--- src/hdl/fkf_pkg.sv ---
// ----------------------------------------------------------------------------
// fkf_pkg
// Shared types, constants and fixed-point helpers of the three-state
// Kalman filter core.
// ----------------------------------------------------------------------------
package fkf_pkg;

    // Number formats.
    localparam int WORD_BITS    = 64;
    localparam int FRAC_BITS    = 44;
    localparam int HALF_BITS    = WORD_BITS / 2;
    localparam int PROD_BITS    = 2 * WORD_BITS;
    localparam int IO_BITS      = 32;
    localparam int IO_FRAC      = 16;
    localparam int IO_SHIFT     = FRAC_BITS - IO_FRAC;
    localparam int DIV_STEPS    = 2 * WORD_BITS;
    localparam int DIV_CNT_W    = $clog2(DIV_STEPS);

    // State memory geometry.
    localparam int MEM_DEPTH    = 64;
    localparam int MEM_AW       = $clog2(MEM_DEPTH);

    // Configuration port.
    localparam int CFG_IDX_W    = 1;
    localparam int CFG_DATA_W   = 32;

    typedef logic signed [WORD_BITS-1:0] word_t;
    typedef logic [WORD_BITS-1:0]        uword_t;
    typedef logic [MEM_AW-1:0]           addr_t;
    typedef logic [PROD_BITS-1:0]        prod_t;

    localparam logic [CFG_IDX_W-1:0] CFG_PROCESS_NOISE     = 1'd0;
    localparam logic [CFG_IDX_W-1:0] CFG_MEASUREMENT_NOISE = 1'd1;
    localparam logic [CFG_DATA_W-1:0] R_RESET              = 32'd65536;

    // Word limits and filter constants, rounded to nearest and clipped.
    localparam uword_t WMAX    = {1'b0, {(WORD_BITS-1){1'b1}}};
    localparam word_t  W_MAX   = word_t'(WMAX);
    localparam word_t  W_MIN   = word_t'(WMAX + uword_t'(1));
    localparam uword_t ONE_RAW = uword_t'(1) << FRAC_BITS;
    localparam uword_t A1_RAW  = (ONE_RAW + uword_t'(1250)) / uword_t'(2500);
    localparam uword_t A2_RAW  = (ONE_RAW + uword_t'(6250000)) / uword_t'(12500000);
    localparam uword_t A3_RAW  = (ONE_RAW + uword_t'(64'd46875000000))
                                 / uword_t'(64'd93750000000);
    localparam word_t  K_ONE   = word_t'((ONE_RAW > WMAX) ? WMAX : ONE_RAW);
    localparam word_t  K_A1    = word_t'((A1_RAW > WMAX) ? WMAX : A1_RAW);
    localparam word_t  K_A2    = word_t'((A2_RAW > WMAX) ? WMAX : A2_RAW);
    localparam word_t  K_A3    = word_t'((A3_RAW > WMAX) ? WMAX : A3_RAW);

    // Memory map: state first, then scratch entries of one step.
    localparam addr_t AD_X     = addr_t'(0);
    localparam addr_t AD_P     = addr_t'(3);
    localparam addr_t AD_XM    = addr_t'(12);
    localparam addr_t AD_AP    = addr_t'(15);
    localparam addr_t AD_PM    = addr_t'(24);
    localparam addr_t AD_K     = addr_t'(33);
    localparam addr_t AD_MK    = addr_t'(36);
    localparam addr_t AD_TMP   = addr_t'(39);
    localparam addr_t AD_S     = addr_t'(40);
    localparam addr_t AD_INNOV = addr_t'(41);

    typedef enum logic [1:0] {
        OP_MAC,
        OP_ADD,
        OP_SUB,
        OP_DIV
    } op_t;

    typedef enum logic [3:0] {
        SRC_MEM,
        SRC_ZERO,
        SRC_ONE,
        SRC_A1,
        SRC_A2,
        SRC_A3,
        SRC_Q,
        SRC_R,
        SRC_Z
    } src_t;

    typedef enum logic [3:0] {
        PH_XM,
        PH_AP,
        PH_PAT,
        PH_Q,
        PH_K,
        PH_INNOV,
        PH_X,
        PH_MK,
        PH_P
    } phase_t;

    typedef enum logic [2:0] {
        ALU_IDLE,
        ALU_MUL,
        ALU_RND,
        ALU_ACC,
        ALU_ADD,
        ALU_DIV,
        ALU_DRND
    } alu_state_t;

    typedef enum logic [1:0] {
        CT_IDLE,
        CT_READ,
        CT_ISSUE,
        CT_WAIT
    } ctrl_state_t;

    // One micro-operation of the step program.
    typedef struct packed {
        op_t        op;
        src_t       a_src;
        addr_t      a_addr;
        src_t       b_src;
        addr_t      b_addr;
        logic       acc_en;
        logic       wr_en;
        addr_t      wr_addr;
        logic       x_cap;
        logic [1:0] x_idx;
    } uop_t;

    typedef struct packed {
        word_t value;
        logic  ovf;
    } sat_t;

    typedef struct packed {
        logic [IO_BITS-1:0] value;
        logic               ovf;
    } narrow_t;

    // Magnitude of a signed word; the most negative word maps to 2^(W-1).
    function automatic uword_t mag(input word_t v);
        return v[WORD_BITS-1] ? (uword_t'(0) - uword_t'(v)) : uword_t'(v);
    endfunction

    // Apply a sign to a magnitude and saturate to the word range.
    function automatic sat_t pack(input logic neg, input logic hi_nz, input uword_t lo);
        uword_t lim;
        uword_t v;
        sat_t   r;
        lim   = WMAX + uword_t'(neg);
        v     = lo;
        r.ovf = 1'b0;
        if (hi_nz || (lo > lim))
        begin
            r.ovf = 1'b1;
            v     = lim;
        end
        r.value = neg ? word_t'(uword_t'(0) - v) : word_t'(v);
        return r;
    endfunction

    // Saturating add or subtract.
    function automatic sat_t sat_addsub(input word_t a, input word_t b, input logic sub);
        logic signed [WORD_BITS:0] s;
        sat_t r;
        s = sub ? ({a[WORD_BITS-1], a} - {b[WORD_BITS-1], b})
                : ({a[WORD_BITS-1], a} + {b[WORD_BITS-1], b});
        r.ovf   = (s[WORD_BITS] != s[WORD_BITS-1]);
        r.value = r.ovf ? (s[WORD_BITS] ? W_MIN : W_MAX) : s[WORD_BITS-1:0];
        return r;
    endfunction

    // Widen a sign and magnitude of the port format to the internal format.
    function automatic sat_t widen(input logic neg, input logic [IO_BITS:0] m);
        logic [WORD_BITS+IO_BITS:0] w;
        w = {{WORD_BITS{1'b0}}, m} << IO_SHIFT;
        return pack(neg, |w[WORD_BITS+IO_BITS:WORD_BITS], w[WORD_BITS-1:0]);
    endfunction

    // Round an internal word to the port format and saturate it.
    function automatic narrow_t narrow(input word_t v);
        logic    neg;
        uword_t  m;
        uword_t  lim;
        narrow_t r;
        neg   = v[WORD_BITS-1];
        m     = (mag(v) + (uword_t'(1) << (IO_SHIFT - 1))) >> IO_SHIFT;
        lim   = uword_t'({1'b0, {(IO_BITS-1){1'b1}}}) + uword_t'(neg);
        r.ovf = 1'b0;
        if (m > lim)
        begin
            r.ovf = 1'b1;
            m     = lim;
        end
        m       = neg ? (uword_t'(0) - m) : m;
        r.value = m[IO_BITS-1:0];
        return r;
    endfunction

endpackage

--- src/hdl/fkf_seq.sv ---
// ----------------------------------------------------------------------------
// fkf_seq
// Step program sequencer: walks the phases of one filter step with nested
// counters and decodes each position into a micro-operation.
// ----------------------------------------------------------------------------
module fkf_seq import fkf_pkg::*; (
    input  logic clk,
    input  logic rst_n,
    input  logic advance,
    output uop_t uop,
    output logic last
);

    phase_t     phase_reg, phase_next;
    logic [1:0] i_reg, i_next, j_reg, j_next;
    logic [2:0] k_reg, k_next;
    logic [1:0] i_max, j_max;
    logic [2:0] k_max;
    logic [1:0] km1;

    // Row-major index of a 3x3 element.
    function automatic addr_t idx3(input logic [1:0] r, input logic [1:0] c);
        return addr_t'({r, 1'b0}) + addr_t'(r) + addr_t'(c);
    endfunction

    // Element of the transition matrix A; the offsets are compared at three
    // bits so that the row index plus two cannot wrap onto column zero.
    function automatic src_t a_elem(input logic [1:0] r, input logic [1:0] c);
        src_t s;
        s = SRC_ZERO;
        if (r == c)
        begin
            s = SRC_ONE;
        end
        else if ({1'b0, c} == ({1'b0, r} + 3'd1))
        begin
            s = SRC_A1;
        end
        else if ({1'b0, c} == ({1'b0, r} + 3'd2))
        begin
            s = SRC_A2;
        end
        return s;
    endfunction

    // Element of the noise input vector G.
    function automatic src_t g_elem(input logic [1:0] r);
        src_t s;
        unique case (r)
            2'd0:    s = SRC_A3;
            2'd1:    s = SRC_A2;
            default: s = SRC_A1;
        endcase
        return s;
    endfunction

    // Loop bounds of each phase.
    always_comb
    begin
        i_max = 2'd0;
        j_max = 2'd0;
        k_max = 3'd0;
        unique case (phase_reg)
            PH_XM:    k_max = 3'd5;
            PH_K:     k_max = 3'd3;
            PH_INNOV: k_max = 3'd0;
            PH_X:
            begin
                i_max = 2'd2;
                k_max = 3'd1;
            end
            PH_MK:    i_max = 2'd2;
            default:
            begin
                i_max = 2'd2;
                j_max = 2'd2;
                k_max = 3'd2;
            end
        endcase
    end

    assign last = (phase_reg == PH_P) && (i_reg == i_max) && (j_reg == j_max)
                  && (k_reg == k_max);

    // Next position: k fastest, then j, then i, then the phase.
    always_comb
    begin
        phase_next = phase_reg;
        i_next     = i_reg;
        j_next     = j_reg;
        k_next     = k_reg;
        if (advance)
        begin
            if (k_reg != k_max)
            begin
                k_next = k_reg + 3'd1;
            end
            else
            begin
                k_next = 3'd0;
                if (j_reg != j_max)
                begin
                    j_next = j_reg + 2'd1;
                end
                else
                begin
                    j_next = 2'd0;
                    if (i_reg != i_max)
                    begin
                        i_next = i_reg + 2'd1;
                    end
                    else
                    begin
                        i_next = 2'd0;
                        unique case (phase_reg)
                            PH_XM:    phase_next = PH_AP;
                            PH_AP:    phase_next = PH_PAT;
                            PH_PAT:   phase_next = PH_Q;
                            PH_Q:     phase_next = PH_K;
                            PH_K:     phase_next = PH_INNOV;
                            PH_INNOV: phase_next = PH_X;
                            PH_X:     phase_next = PH_MK;
                            PH_MK:    phase_next = PH_P;
                            default:  phase_next = PH_XM;
                        endcase
                    end
                end
            end
        end
    end

    // Micro-operation decode.
    always_comb
    begin
        km1     = k_reg[1:0] - 2'd1;
        uop     = '{op: OP_ADD, a_src: SRC_MEM, a_addr: AD_X, b_src: SRC_ZERO,
                    b_addr: AD_X, acc_en: 1'b0, wr_en: 1'b0, wr_addr: AD_TMP,
                    x_cap: 1'b0, x_idx: i_reg};
        unique case (phase_reg)
            PH_XM:
            begin
                // Predicted estimate xm = A*x.
                unique case (k_reg)
                    3'd0:
                    begin
                        uop.a_addr = AD_X;
                    end
                    3'd1:
                    begin
                        uop.op     = OP_MAC;
                        uop.acc_en = 1'b1;
                        uop.a_src  = SRC_A1;
                        uop.b_src  = SRC_MEM;
                        uop.b_addr = AD_X + addr_t'(1);
                    end
                    3'd2:
                    begin
                        uop.op      = OP_MAC;
                        uop.acc_en  = 1'b1;
                        uop.a_src   = SRC_A2;
                        uop.b_src   = SRC_MEM;
                        uop.b_addr  = AD_X + addr_t'(2);
                        uop.wr_en   = 1'b1;
                        uop.wr_addr = AD_XM;
                    end
                    3'd3:
                    begin
                        uop.a_addr = AD_X + addr_t'(1);
                    end
                    3'd4:
                    begin
                        uop.op      = OP_MAC;
                        uop.acc_en  = 1'b1;
                        uop.a_src   = SRC_A1;
                        uop.b_src   = SRC_MEM;
                        uop.b_addr  = AD_X + addr_t'(2);
                        uop.wr_en   = 1'b1;
                        uop.wr_addr = AD_XM + addr_t'(1);
                    end
                    default:
                    begin
                        uop.a_addr  = AD_X + addr_t'(2);
                        uop.wr_en   = 1'b1;
                        uop.wr_addr = AD_XM + addr_t'(2);
                    end
                endcase
            end
            PH_AP:
            begin
                // AP = A*P.
                uop.op      = OP_MAC;
                uop.acc_en  = (k_reg != 3'd0);
                uop.a_src   = a_elem(i_reg, k_reg[1:0]);
                uop.b_src   = SRC_MEM;
                uop.b_addr  = AD_P + idx3(k_reg[1:0], j_reg);
                uop.wr_en   = (k_reg == k_max);
                uop.wr_addr = AD_AP + idx3(i_reg, j_reg);
            end
            PH_PAT:
            begin
                // PM = AP*A^T.
                uop.op      = OP_MAC;
                uop.acc_en  = (k_reg != 3'd0);
                uop.a_addr  = AD_AP + idx3(i_reg, k_reg[1:0]);
                uop.b_src   = a_elem(j_reg, k_reg[1:0]);
                uop.wr_en   = (k_reg == k_max);
                uop.wr_addr = AD_PM + idx3(i_reg, j_reg);
            end
            PH_Q:
            begin
                // PM += (g_i*g_j)*q.
                unique case (k_reg)
                    3'd0:
                    begin
                        uop.op      = OP_MAC;
                        uop.a_src   = g_elem(i_reg);
                        uop.b_src   = g_elem(j_reg);
                        uop.wr_en   = 1'b1;
                        uop.wr_addr = AD_TMP;
                    end
                    3'd1:
                    begin
                        uop.a_addr = AD_PM + idx3(i_reg, j_reg);
                    end
                    default:
                    begin
                        uop.op      = OP_MAC;
                        uop.acc_en  = 1'b1;
                        uop.a_addr  = AD_TMP;
                        uop.b_src   = SRC_Q;
                        uop.wr_en   = 1'b1;
                        uop.wr_addr = AD_PM + idx3(i_reg, j_reg);
                    end
                endcase
            end
            PH_K:
            begin
                // Innovation variance, then the gain column.
                if (k_reg == 3'd0)
                begin
                    uop.a_addr  = AD_PM + addr_t'(4);
                    uop.b_src   = SRC_R;
                    uop.wr_en   = 1'b1;
                    uop.wr_addr = AD_S;
                end
                else
                begin
                    uop.op      = OP_DIV;
                    uop.a_addr  = AD_PM + idx3(km1, 2'd1);
                    uop.b_src   = SRC_MEM;
                    uop.b_addr  = AD_S;
                    uop.wr_en   = 1'b1;
                    uop.wr_addr = AD_K + addr_t'(km1);
                end
            end
            PH_INNOV:
            begin
                uop.op      = OP_SUB;
                uop.a_src   = SRC_Z;
                uop.b_src   = SRC_MEM;
                uop.b_addr  = AD_XM + addr_t'(1);
                uop.wr_en   = 1'b1;
                uop.wr_addr = AD_INNOV;
            end
            PH_X:
            begin
                // x = xm + K*innovation.
                if (k_reg == 3'd0)
                begin
                    uop.a_addr = AD_XM + addr_t'(i_reg);
                end
                else
                begin
                    uop.op      = OP_MAC;
                    uop.acc_en  = 1'b1;
                    uop.a_addr  = AD_K + addr_t'(i_reg);
                    uop.b_src   = SRC_MEM;
                    uop.b_addr  = AD_INNOV;
                    uop.wr_en   = 1'b1;
                    uop.wr_addr = AD_X + addr_t'(i_reg);
                    uop.x_cap   = 1'b1;
                end
            end
            PH_MK:
            begin
                // Middle column of I - K*C.
                uop.op      = OP_SUB;
                uop.a_src   = (i_reg == 2'd1) ? SRC_ONE : SRC_ZERO;
                uop.b_src   = SRC_MEM;
                uop.b_addr  = AD_K + addr_t'(i_reg);
                uop.wr_en   = 1'b1;
                uop.wr_addr = AD_MK + addr_t'(i_reg);
            end
            default:
            begin
                // P = (I - K*C)*PM.
                uop.op      = OP_MAC;
                uop.acc_en  = (k_reg != 3'd0);
                uop.a_src   = (k_reg == 3'd1) ? SRC_MEM
                              : ((k_reg[1:0] == i_reg) ? SRC_ONE : SRC_ZERO);
                uop.a_addr  = AD_MK + addr_t'(i_reg);
                uop.b_src   = SRC_MEM;
                uop.b_addr  = AD_PM + idx3(k_reg[1:0], j_reg);
                uop.wr_en   = (k_reg == k_max);
                uop.wr_addr = AD_P + idx3(i_reg, j_reg);
            end
        endcase
    end

    // Position registers.
    always_ff @(posedge clk or negedge rst_n)
    begin
        if (!rst_n)
        begin
            phase_reg <= PH_XM;
            i_reg     <= 2'd0;
            j_reg     <= 2'd0;
            k_reg     <= 3'd0;
        end
        else
        begin
            phase_reg <= phase_next;
            i_reg     <= i_next;
            j_reg     <= j_next;
            k_reg     <= k_next;
        end
    end

endmodule

--- config.mk ---
export PLATFORM = sky130hd
export DESIGN_NAME = fkf_seq
export DESIGN_NICKNAME = d
export VERILOG_FILES = /design/src/hdl/fkf_pkg.sv /design/src/hdl/fkf_seq.sv
export SDC_FILE = /design/constraint.sdc
export NUM_CORES = 1
export LEC_CHECK = 0
export BUFFER_PORTS_ARGS = -buffer_cell sky130_fd_sc_hd__buf_2
export CELL_PAD_IN_SITES_DETAIL_PLACEMENT = 1
export CELL_PAD_IN_SITES_GLOBAL_PLACEMENT = 2
export CORE_ASPECT_RATIO = 1.5
export CORE_MARGIN = 2
export CORE_UTILIZATION = 29
export CTS_CLUSTER_SIZE = 10
export DETAILED_ROUTE_END_ITERATION = 8
export PLACE_DENSITY = 0.77
export SYNTH_ARGS = -nofsm -noshare
export SYNTH_HDL_FRONTEND = slang
export SYNTH_SLANG_ARGS = --single-unit
--- constraint.sdc ---
create_clock -name clk -period 3.4 [get_ports clk]
set_input_delay 0.17 -clock clk [delete_from_list [all_inputs] [get_ports clk]]
set_output_delay 0.17 -clock clk [all_outputs]
set_load 0.01 [all_outputs]
---- Word level (Yosys, flattened, before mapping) ----
Memories as Yosys holds them, arrays and structs flattened.
Index checks and enable logic that the tools add are counted.
word-level totals
  register bits ........................... 11
  memory bits (read-only) ................. 32
  bits of input ports ..................... 3
  output and inout port bits .............. 34
  logic and storage cells ................. 127
  memories ................................ 1
operators by class
  add/subtract/negate cells ............... 26
  eq/ne operators ......................... 27
  muxes and demuxes ....................... 43
  bitwise logic cells ..................... 3
  reductions and logical operators ........ 23
memory list
  name             depth  bits a word  rd ports  clocked after memory_dff  write ports  line            RTL
  (no name shown)  8      4            1         0                         0            fkf_seq.sv:115  unique case (phase_reg)
operator list
  cell                   number
  $pmux W7 S8            1
  $pmux W6 S7            1
  $pmux W6 S6            1
  $mux W4                6
  $pmux W4 S6            1
  $pmux W7 S3            1
  $pmux W4 S5            1
  $add A6 B2 Y6 const A  3
  $mux W6                3
  $eq A4 B3 Y1 const B   4
  $mux W16               1
  $mux W2                8
  $pmux W8 S2            1
  $reduce_or A3 Y1       5
  $pmux W7 S2            1
  $add A3 B2 Y4          3
  $add A4 B6 Y6 const A  2
  $add A5 B5 Y6 const A  2
  $eq A2 B3 Y1           4
  $pmux W3 S2            2
  $pmux W3 S4            1
  $pmux W6 S2            1
  $add A4 B2 Y5          2
  $eq A2 B2 Y1           5
  other kinds (41)       62

---- Longest topological paths before layout ----
Gate-level depths: netlist (run 1).
  depth after elaboration ................. 7
  mapped depth ............................ 12
  gate-level depth less buffers ........... 11

---- Worst setup path before layout (run 1) ----
No wires, ideal clock.
  kind .................................... register -> output
  from .................................... reg i_reg[1]
  to ...................................... out uop[7] (netlist name)
  arrival time ............................ 2.848 ns
  required time ........................... 3.230 ns
  path slack .............................. 0.382 ns
  stages on the path, launching flop included .. 10
  buffers on the path ..................... 1
  cells stage by stage .................... dfrtp_1 -> clkbuf_1 -> inv_1 -> ha_1 -> inv_1 -> fa_1 -> ha_1 -> mux2_2 -> a311oi_1 -> a221o_1
RTL lines
  item                    line            RTL
  start, declared         fkf_seq.sv:15   logic [1:0] i_reg, i_next, j_reg, j_next;
  start signal, assigned  fkf_seq.sv:323  i_reg <= i_next;
  end, declared           fkf_seq.sv:10   output uop_t uop,

==> impl_metrics.csv, run 1 <==
group,metric,value,unit
final_layout,final_cell_area,3080,um2
routing,wl_per_cell,21.3,um
timing,rsz0062_at_grt,"no",
routing,ant_nets,0,
timing,min_period,3.15,ns
clock_network,path_clk_slew,0.04,ns
grt,antenna_found_initial,0,
logic_synthesis,yosysMostFrequentCell,"nor2_1",
final_layout,final_core_util,0.348,
setup_path,rr_worst_depth,9,
clock_network,ctsRootBufferMaster,"clkbuf_16",
clock_network,clock_sinks,11,
final_layout,drive_gt1_frac,0.162,
grt,grt_overflow,0,
grt,grt_max_degree,22,
placed_design,portBuffers,35,
setup_path,crit_required,3.23,ns
routing,avgViaCountPerCell,5.79,
timing,whs,0.287,ns
logic_synthesis,synthTopCellsByCount,"nor2_1 (35), a21oi_1 (33), ha_1 (32)",
routing,drc_errors,0,
routing,dr.pass1.iters,4,
timing,skew,0.00457,ns
final_layout,nets,448,
final_layout,area_growth,16.7,%
min_path,hold_class,"in2reg",
logic_synthesis,synthesis.nets,414,
die,coreArea,8830,um2
grt,grt_first_pass_wirelength,17.2,mm
timing,setup_viol,0,
final_layout,largest_register_ffs,4,
logic_synthesis,synthTopCellsByArea,"ha_1 (15%), dfrtp_1 (10%), a21oi_1 (6.3%), nor2_1 (5.0%), nand2_1 (4.4%)",
logic_synthesis,netlist_instances,374,
grt,track_usage,0.229,
placed_design,gp_congestion,0.906,
clock_network,cts_tree,"built",
logic_synthesis,yosysWarnings,0,
die,die-area,9890,um2
placed_design,placed_cell_area,2980,um2
die,die_h,121,um
logic_synthesis,ys_types,61,
logic_synthesis,synth_top_area_frac,0.152,
job,maxCapViolations,0,
grt,grt_pass1_vias,3135,
routing,drtIter0Drc,146,
final_layout,fillers,1139,
min_path,hold_depth,2,
die,pin_count,37,
setup_path,path_class,"reg2out",
placed_design,hpwl,8.69,mm
logic_synthesis,syn_avg_cell_area,7.05,um2
timing,final_max_slew_viol_count,0,
timing,setup_tns,0,ns
die,initial_utilization,0.299,
setup_path,critPathLaunchType,"flip-flop",
clock_network,cts_buffers,3,
setup_path,crit_arrival,2.98,ns
run_status,status,"completed",
final_layout,diodes,0,
setup_path,r2r_start,"phase_reg[0]",
logic_synthesis,yosysSeqAreaShare,0.104,
die,die_w,81.9,um
logic_synthesis,synth_edf_count,0,
setup_path,timing.rr.end,"i_reg[0]",
timing,finalCritPeriodShare,0.927,
clock_network,post_cts_buffers,0,
setup_path,cp_max_fo,5,
min_path,min_to,"k_reg[2]",
clock_network,clockBufferDepth,2,
clock_network,clk_latency,0.24,ns
setup_path,end_kind,"output port",
timing,slew_headroom,0.616,
clock_network,htree_levels,1,
logic_synthesis,ys_seq_elements,11,
setup_path,reg2reg_slack,0.75,ns
routing,drt-total-wl,11.0,mm
logic_synthesis,ys_async_sr_fraction,1.00,
die,floorplan.rows,42,
min_path,hold_path_startpoint,"advance",
logic_synthesis,yosys.area.top_type,"ha_1",
timing,worst_pin_slew,0.571,ns
logic_synthesis,synth_area,2640,um2
timing,max_freq,317,MHz
routing,vias,2994,
logic_synthesis,synthFlopType,"dfrtp_1",
timing,hold_violations,0,
## how the worst max path moves through the flow
| stage | cells past startpoint | from | endpoint |
|---|---|---|---|
| after global placement | 9 | i_reg[1] | uop[5] |
| final | 9 | i_reg[1] | uop[7] |
| after global routing | 11 | i_reg[1] | uop[7] |
| after detailed placement | 9 | i_reg[1] | uop[5] |
| after floorplan | 9 | i_reg[1] | uop[7] |
| after CTS | 9 | i_reg[1] | uop[5] |
## metrics by stage
step	std cells	setup WS, ns
6_report	517	0.248
5_1_grt	517	0.0906
4_1_cts	517	0.183
3_5_place_dp	512	0.452
3_3_place_gp	512	0.548
2_1_floorplan	374	0.382
## what timing repair did
item                                   in CTS  in global routing
endpoints found under the hold margin      11                  0
hold buffers                                1                  0
setup endpoints to repair                   0                  1
resized for setup                           0                  1
## worst max-delay path, stage by stage (launching register included)
cell      delay [ns]
dfrtp_1         0.34
inv_1           0.11
ha_1            0.39
inv_1           0.11
fa_1            0.60
ha_1            0.28
mux2_2          0.36
a311oi_1        0.28
a221o_1         0.16
buf_2           0.12
## layout by cell type (no fill, tap or decap), types with 5 or more instances in the layout
cell       n
nor2_1    35
buf_2     35
a21oi_1   33
ha_1      32
nand2_1   31
inv_1     27
o21ai_0   23
buf_4     21
nor3_1    12
dfrtp_1   11
o22ai_1    9
nand2b_1   8
nor2b_1    8
o211ai_1   7
xor2_1     6
a31oi_1    6
and2_1     6
mux2i_1    6
nand3_1    6
or3_1      5
a21o_1     5
a32oi_1    5
o221ai_1   5
fa_1       5
## metal layers
layer  track usage  share of wire  vias to the layer above
met5             0              0                        -
met4        0.0896          0.036                        0
met3        0.0172          0.047                       29
met2         0.407           0.52                      101
met1         0.277           0.40                     1451
li1              -              -                     1413
## logic make-up after synthesis
group | after synthesis | synth area share
AND/OR/NAND/NOR | 127 | 0.240
AO/OA/AOI/OAI | 122 | 0.303
buffers and inverters | 56 | 0.0882
adder cells (fa/ha/maj) | 37 | 0.190
XOR/XNOR | 11 | 0.0365
flip-flops | 11 | 0.104
multiplexers | 9 | 0.0370
other | 1 | 0.00142
## area by class of cell
| cell class | instances | area, um2 | area share |
|---|---|---|---|
| tap | 110 | 138 | 0.0447 |
| clock buffer | 4 | 78.8 | 0.0256 |
| timing repair buffer | 57 | 343 | 0.111 |
| multi-input combinational | 307 | 2140 | 0.695 |
| inverter | 28 | 105 | 0.0342 |
| sequential | 11 | 275 | 0.0895 |
Power of run 1 is left out: the tool's default activity adds up to more than one toggle a clock period on the data nets, which glitch-free logic cannot reach.
==> run 2: changes to the inputs <==
Settings changed: CELL_PAD_IN_SITES_DETAIL_PLACEMENT 1 to 0, CELL_PAD_IN_SITES_GLOBAL_PLACEMENT 2 to 1, CORE_ASPECT_RATIO 1.5 to default, PLACE_DENSITY 0.77 to 0.63.
==> run 2 against run 1 <==
Effect of this change:
- cell count is 0.39% higher
- hold slack better by 0.0059 ns
- register-to-register slack worse by 0.14 ns
- largest cell class unchanged
- setup slack worse by 0.051 ns
==> impl_metrics.csv, run 2 (synthesized netlist as in run 1, its figures left out) <==
group,metric,value,unit
grt,grt_pass1_vias,2936,
grt,grt_max_degree,21,
setup_path,crit_required,3.23,ns
clock_network,ctsRootBufferMaster,"clkbuf_8",
setup_path,r2r_start,"phase_reg[0]",
min_path,hold_class,"in2reg",
die,pin_count,37,
timing,min_period,3.20,ns
setup_path,timing.rr.end,"i_reg[0]",
final_layout,drive_gt1_frac,0.173,
min_path,hold_path_startpoint,"advance",
routing,drt-total-wl,10.3,mm
routing,dr.pass1.iters,5,
min_path,hold_depth,2,
routing,avgViaCountPerCell,5.79,
clock_network,cts_buffers,3,
placed_design,portBuffers,35,
placed_design,gp_congestion,0.909,
grt,antenna_found_initial,0,
routing,wl_met3,729,um
grt,track_usage,0.209,
setup_path,critPathBufInv,3,
routing,wl_per_cell,19.8,um
setup_path,critPathLaunchType,"flip-flop",
setup_path,rr_worst_depth,8,
timing,skew,0.00579,ns
clock_network,clock_sinks,11,
die,initial_utilization,0.301,
setup_path,startpoint,"i_reg[0]",
grt,grt_overflow,0,
final_layout,area_growth,16.6,%
setup_path,crit_arrival,3.03,ns
routing,vias,3007,
routing,drtIter0Drc,361,
final_layout,diodes,0,
die,floorplan.rows,34,
grt,grt_first_pass_wirelength,16.5,mm
clock_network,clk_latency,0.24,ns
setup_path,worstPathCellList,"inv_1, ha_1, inv_1, fa_1, ha_1, mux2_2, a311oi_1, a221o_1, buf_2",
clock_network,clockBufferDepth,2,
die,die_h,99.4,um
timing,rsz0062_at_grt,"no",
routing,drc_errors,0,
die,die_w,99.4,um
clock_network,cts_tree,"built",
setup_path,cp_max_fo,5,
setup_path,cpMaxStageDelayCell,"fa_1",
placed_design,hpwl,7.81,mm
die,coreArea,8760,um2
min_path,min_to,"k_reg[2]",
final_layout,largest_register_ffs,4,
timing,setup_viol,0,
setup_path,end_kind,"output port",
die,die-area,9870,um2
final_layout,nets,452,
routing,m1WireLength,4.70,mm
clock_network,htree_levels,1,
job,maxCapViolations,0,
timing,worst_pin_slew,0.633,ns
routing,wl_met2,4.60,mm
setup_path,cp_slowest_stage_delay,0.59,ns
timing,slew_headroom,0.578,
timing,fin_ws,0.197,ns
run_status,status,"completed",
setup_path,reg2reg_slack,0.61,ns
timing,setup_tns,0,ns
placed_design,pre_cts_ws,0.474,ns
setup_path,crit_family,"adder cells",
timing,finalCritPeriodShare,0.942,
timing,max_freq,312,MHz
routing,highest_layer,"met4",
routing,ant_nets,0,
timing,final_max_slew_viol_count,0,
clock_network,path_clk_slew,0.06,ns
timing,hold_violations,0,
setup_path,path_class,"reg2out",
final_layout,final_cell_mix,"nor2_1 (35), buf_2 (35), a21oi_1 (33), ha_1 (32), nand2_1 (31)",
[run 2: cell types whose count changed in the layout (fill, tap and decap cells not counted)]
| cell | change |
|---|---|
| buf_4 | +4 |
| clkbuf_16 | -3 |
| clkbuf_8 | +3 |
| clkinvlp_4 | +1 |
| inv_1 | -1 |
[run 2: layout make-up]
type,instances,area [um2]
clock buffers,4,45.0
fillers,959,5690
inverters,28,109
multi-input cells,307,2140
flip-flops and latches,11,275
well taps,108,135
repair buffers,61,373
[run 2: layer usage]
metal | GRT usage | vias up
met5 | 0 | -
met4 | 0.0590 | 0
met3 | 0.0183 | 23
met2 | 0.328 | 141
met1 | 0.304 | 1419
li1 | - | 1424
[run 2: metrics by stage]
stage          cell area (um2)  hold slack (ns)   util  instances
2_1_floorplan             2640           -0.126      -        374
3_3_place_gp              2990           0.0767  0.341        511
3_5_place_dp              2990           0.0722  0.341        511
4_1_cts                   3040            0.287  0.347        516
5_1_grt                   3070            0.291  0.351        519
6_report                  3070            0.293  0.351        519
[run 2: worst max path at each step]
stage	to	slack (ns)	cells past startpoint
floorplan	uop[7]	0.38	9
global placement	uop[14]	0.52	12
detailed placement	uop[5]	0.47	9
CTS	uop[5]	0.20	9
global route	uop[14]	0.05	12
finish	uop[7]	0.20	9
[run 2: worst register-to-register path, stage by stage (launching register included)]
cell	delay, ns
dfrtp_1	0.45
inv_1	0.11
ha_1	0.35
or3b_1	0.53
o32a_1	0.21
a22oi_2	0.37
buf_4	0.23
nand2_1	0.12
mux2_2	0.31
[run 2: repair_timing]
| item | 4_1_cts | 5_1_grt |
|---|---|---|
| hold buffers | 1 | 0 |
| endpoints found under the hold margin | 11 | 0 |
| gates resized for setup | 0 | 2 |
| buffers inserted | 0 | 3 |
| setup endpoints to repair | 0 | 3 |
Power of run 2 is left out for the same reason.
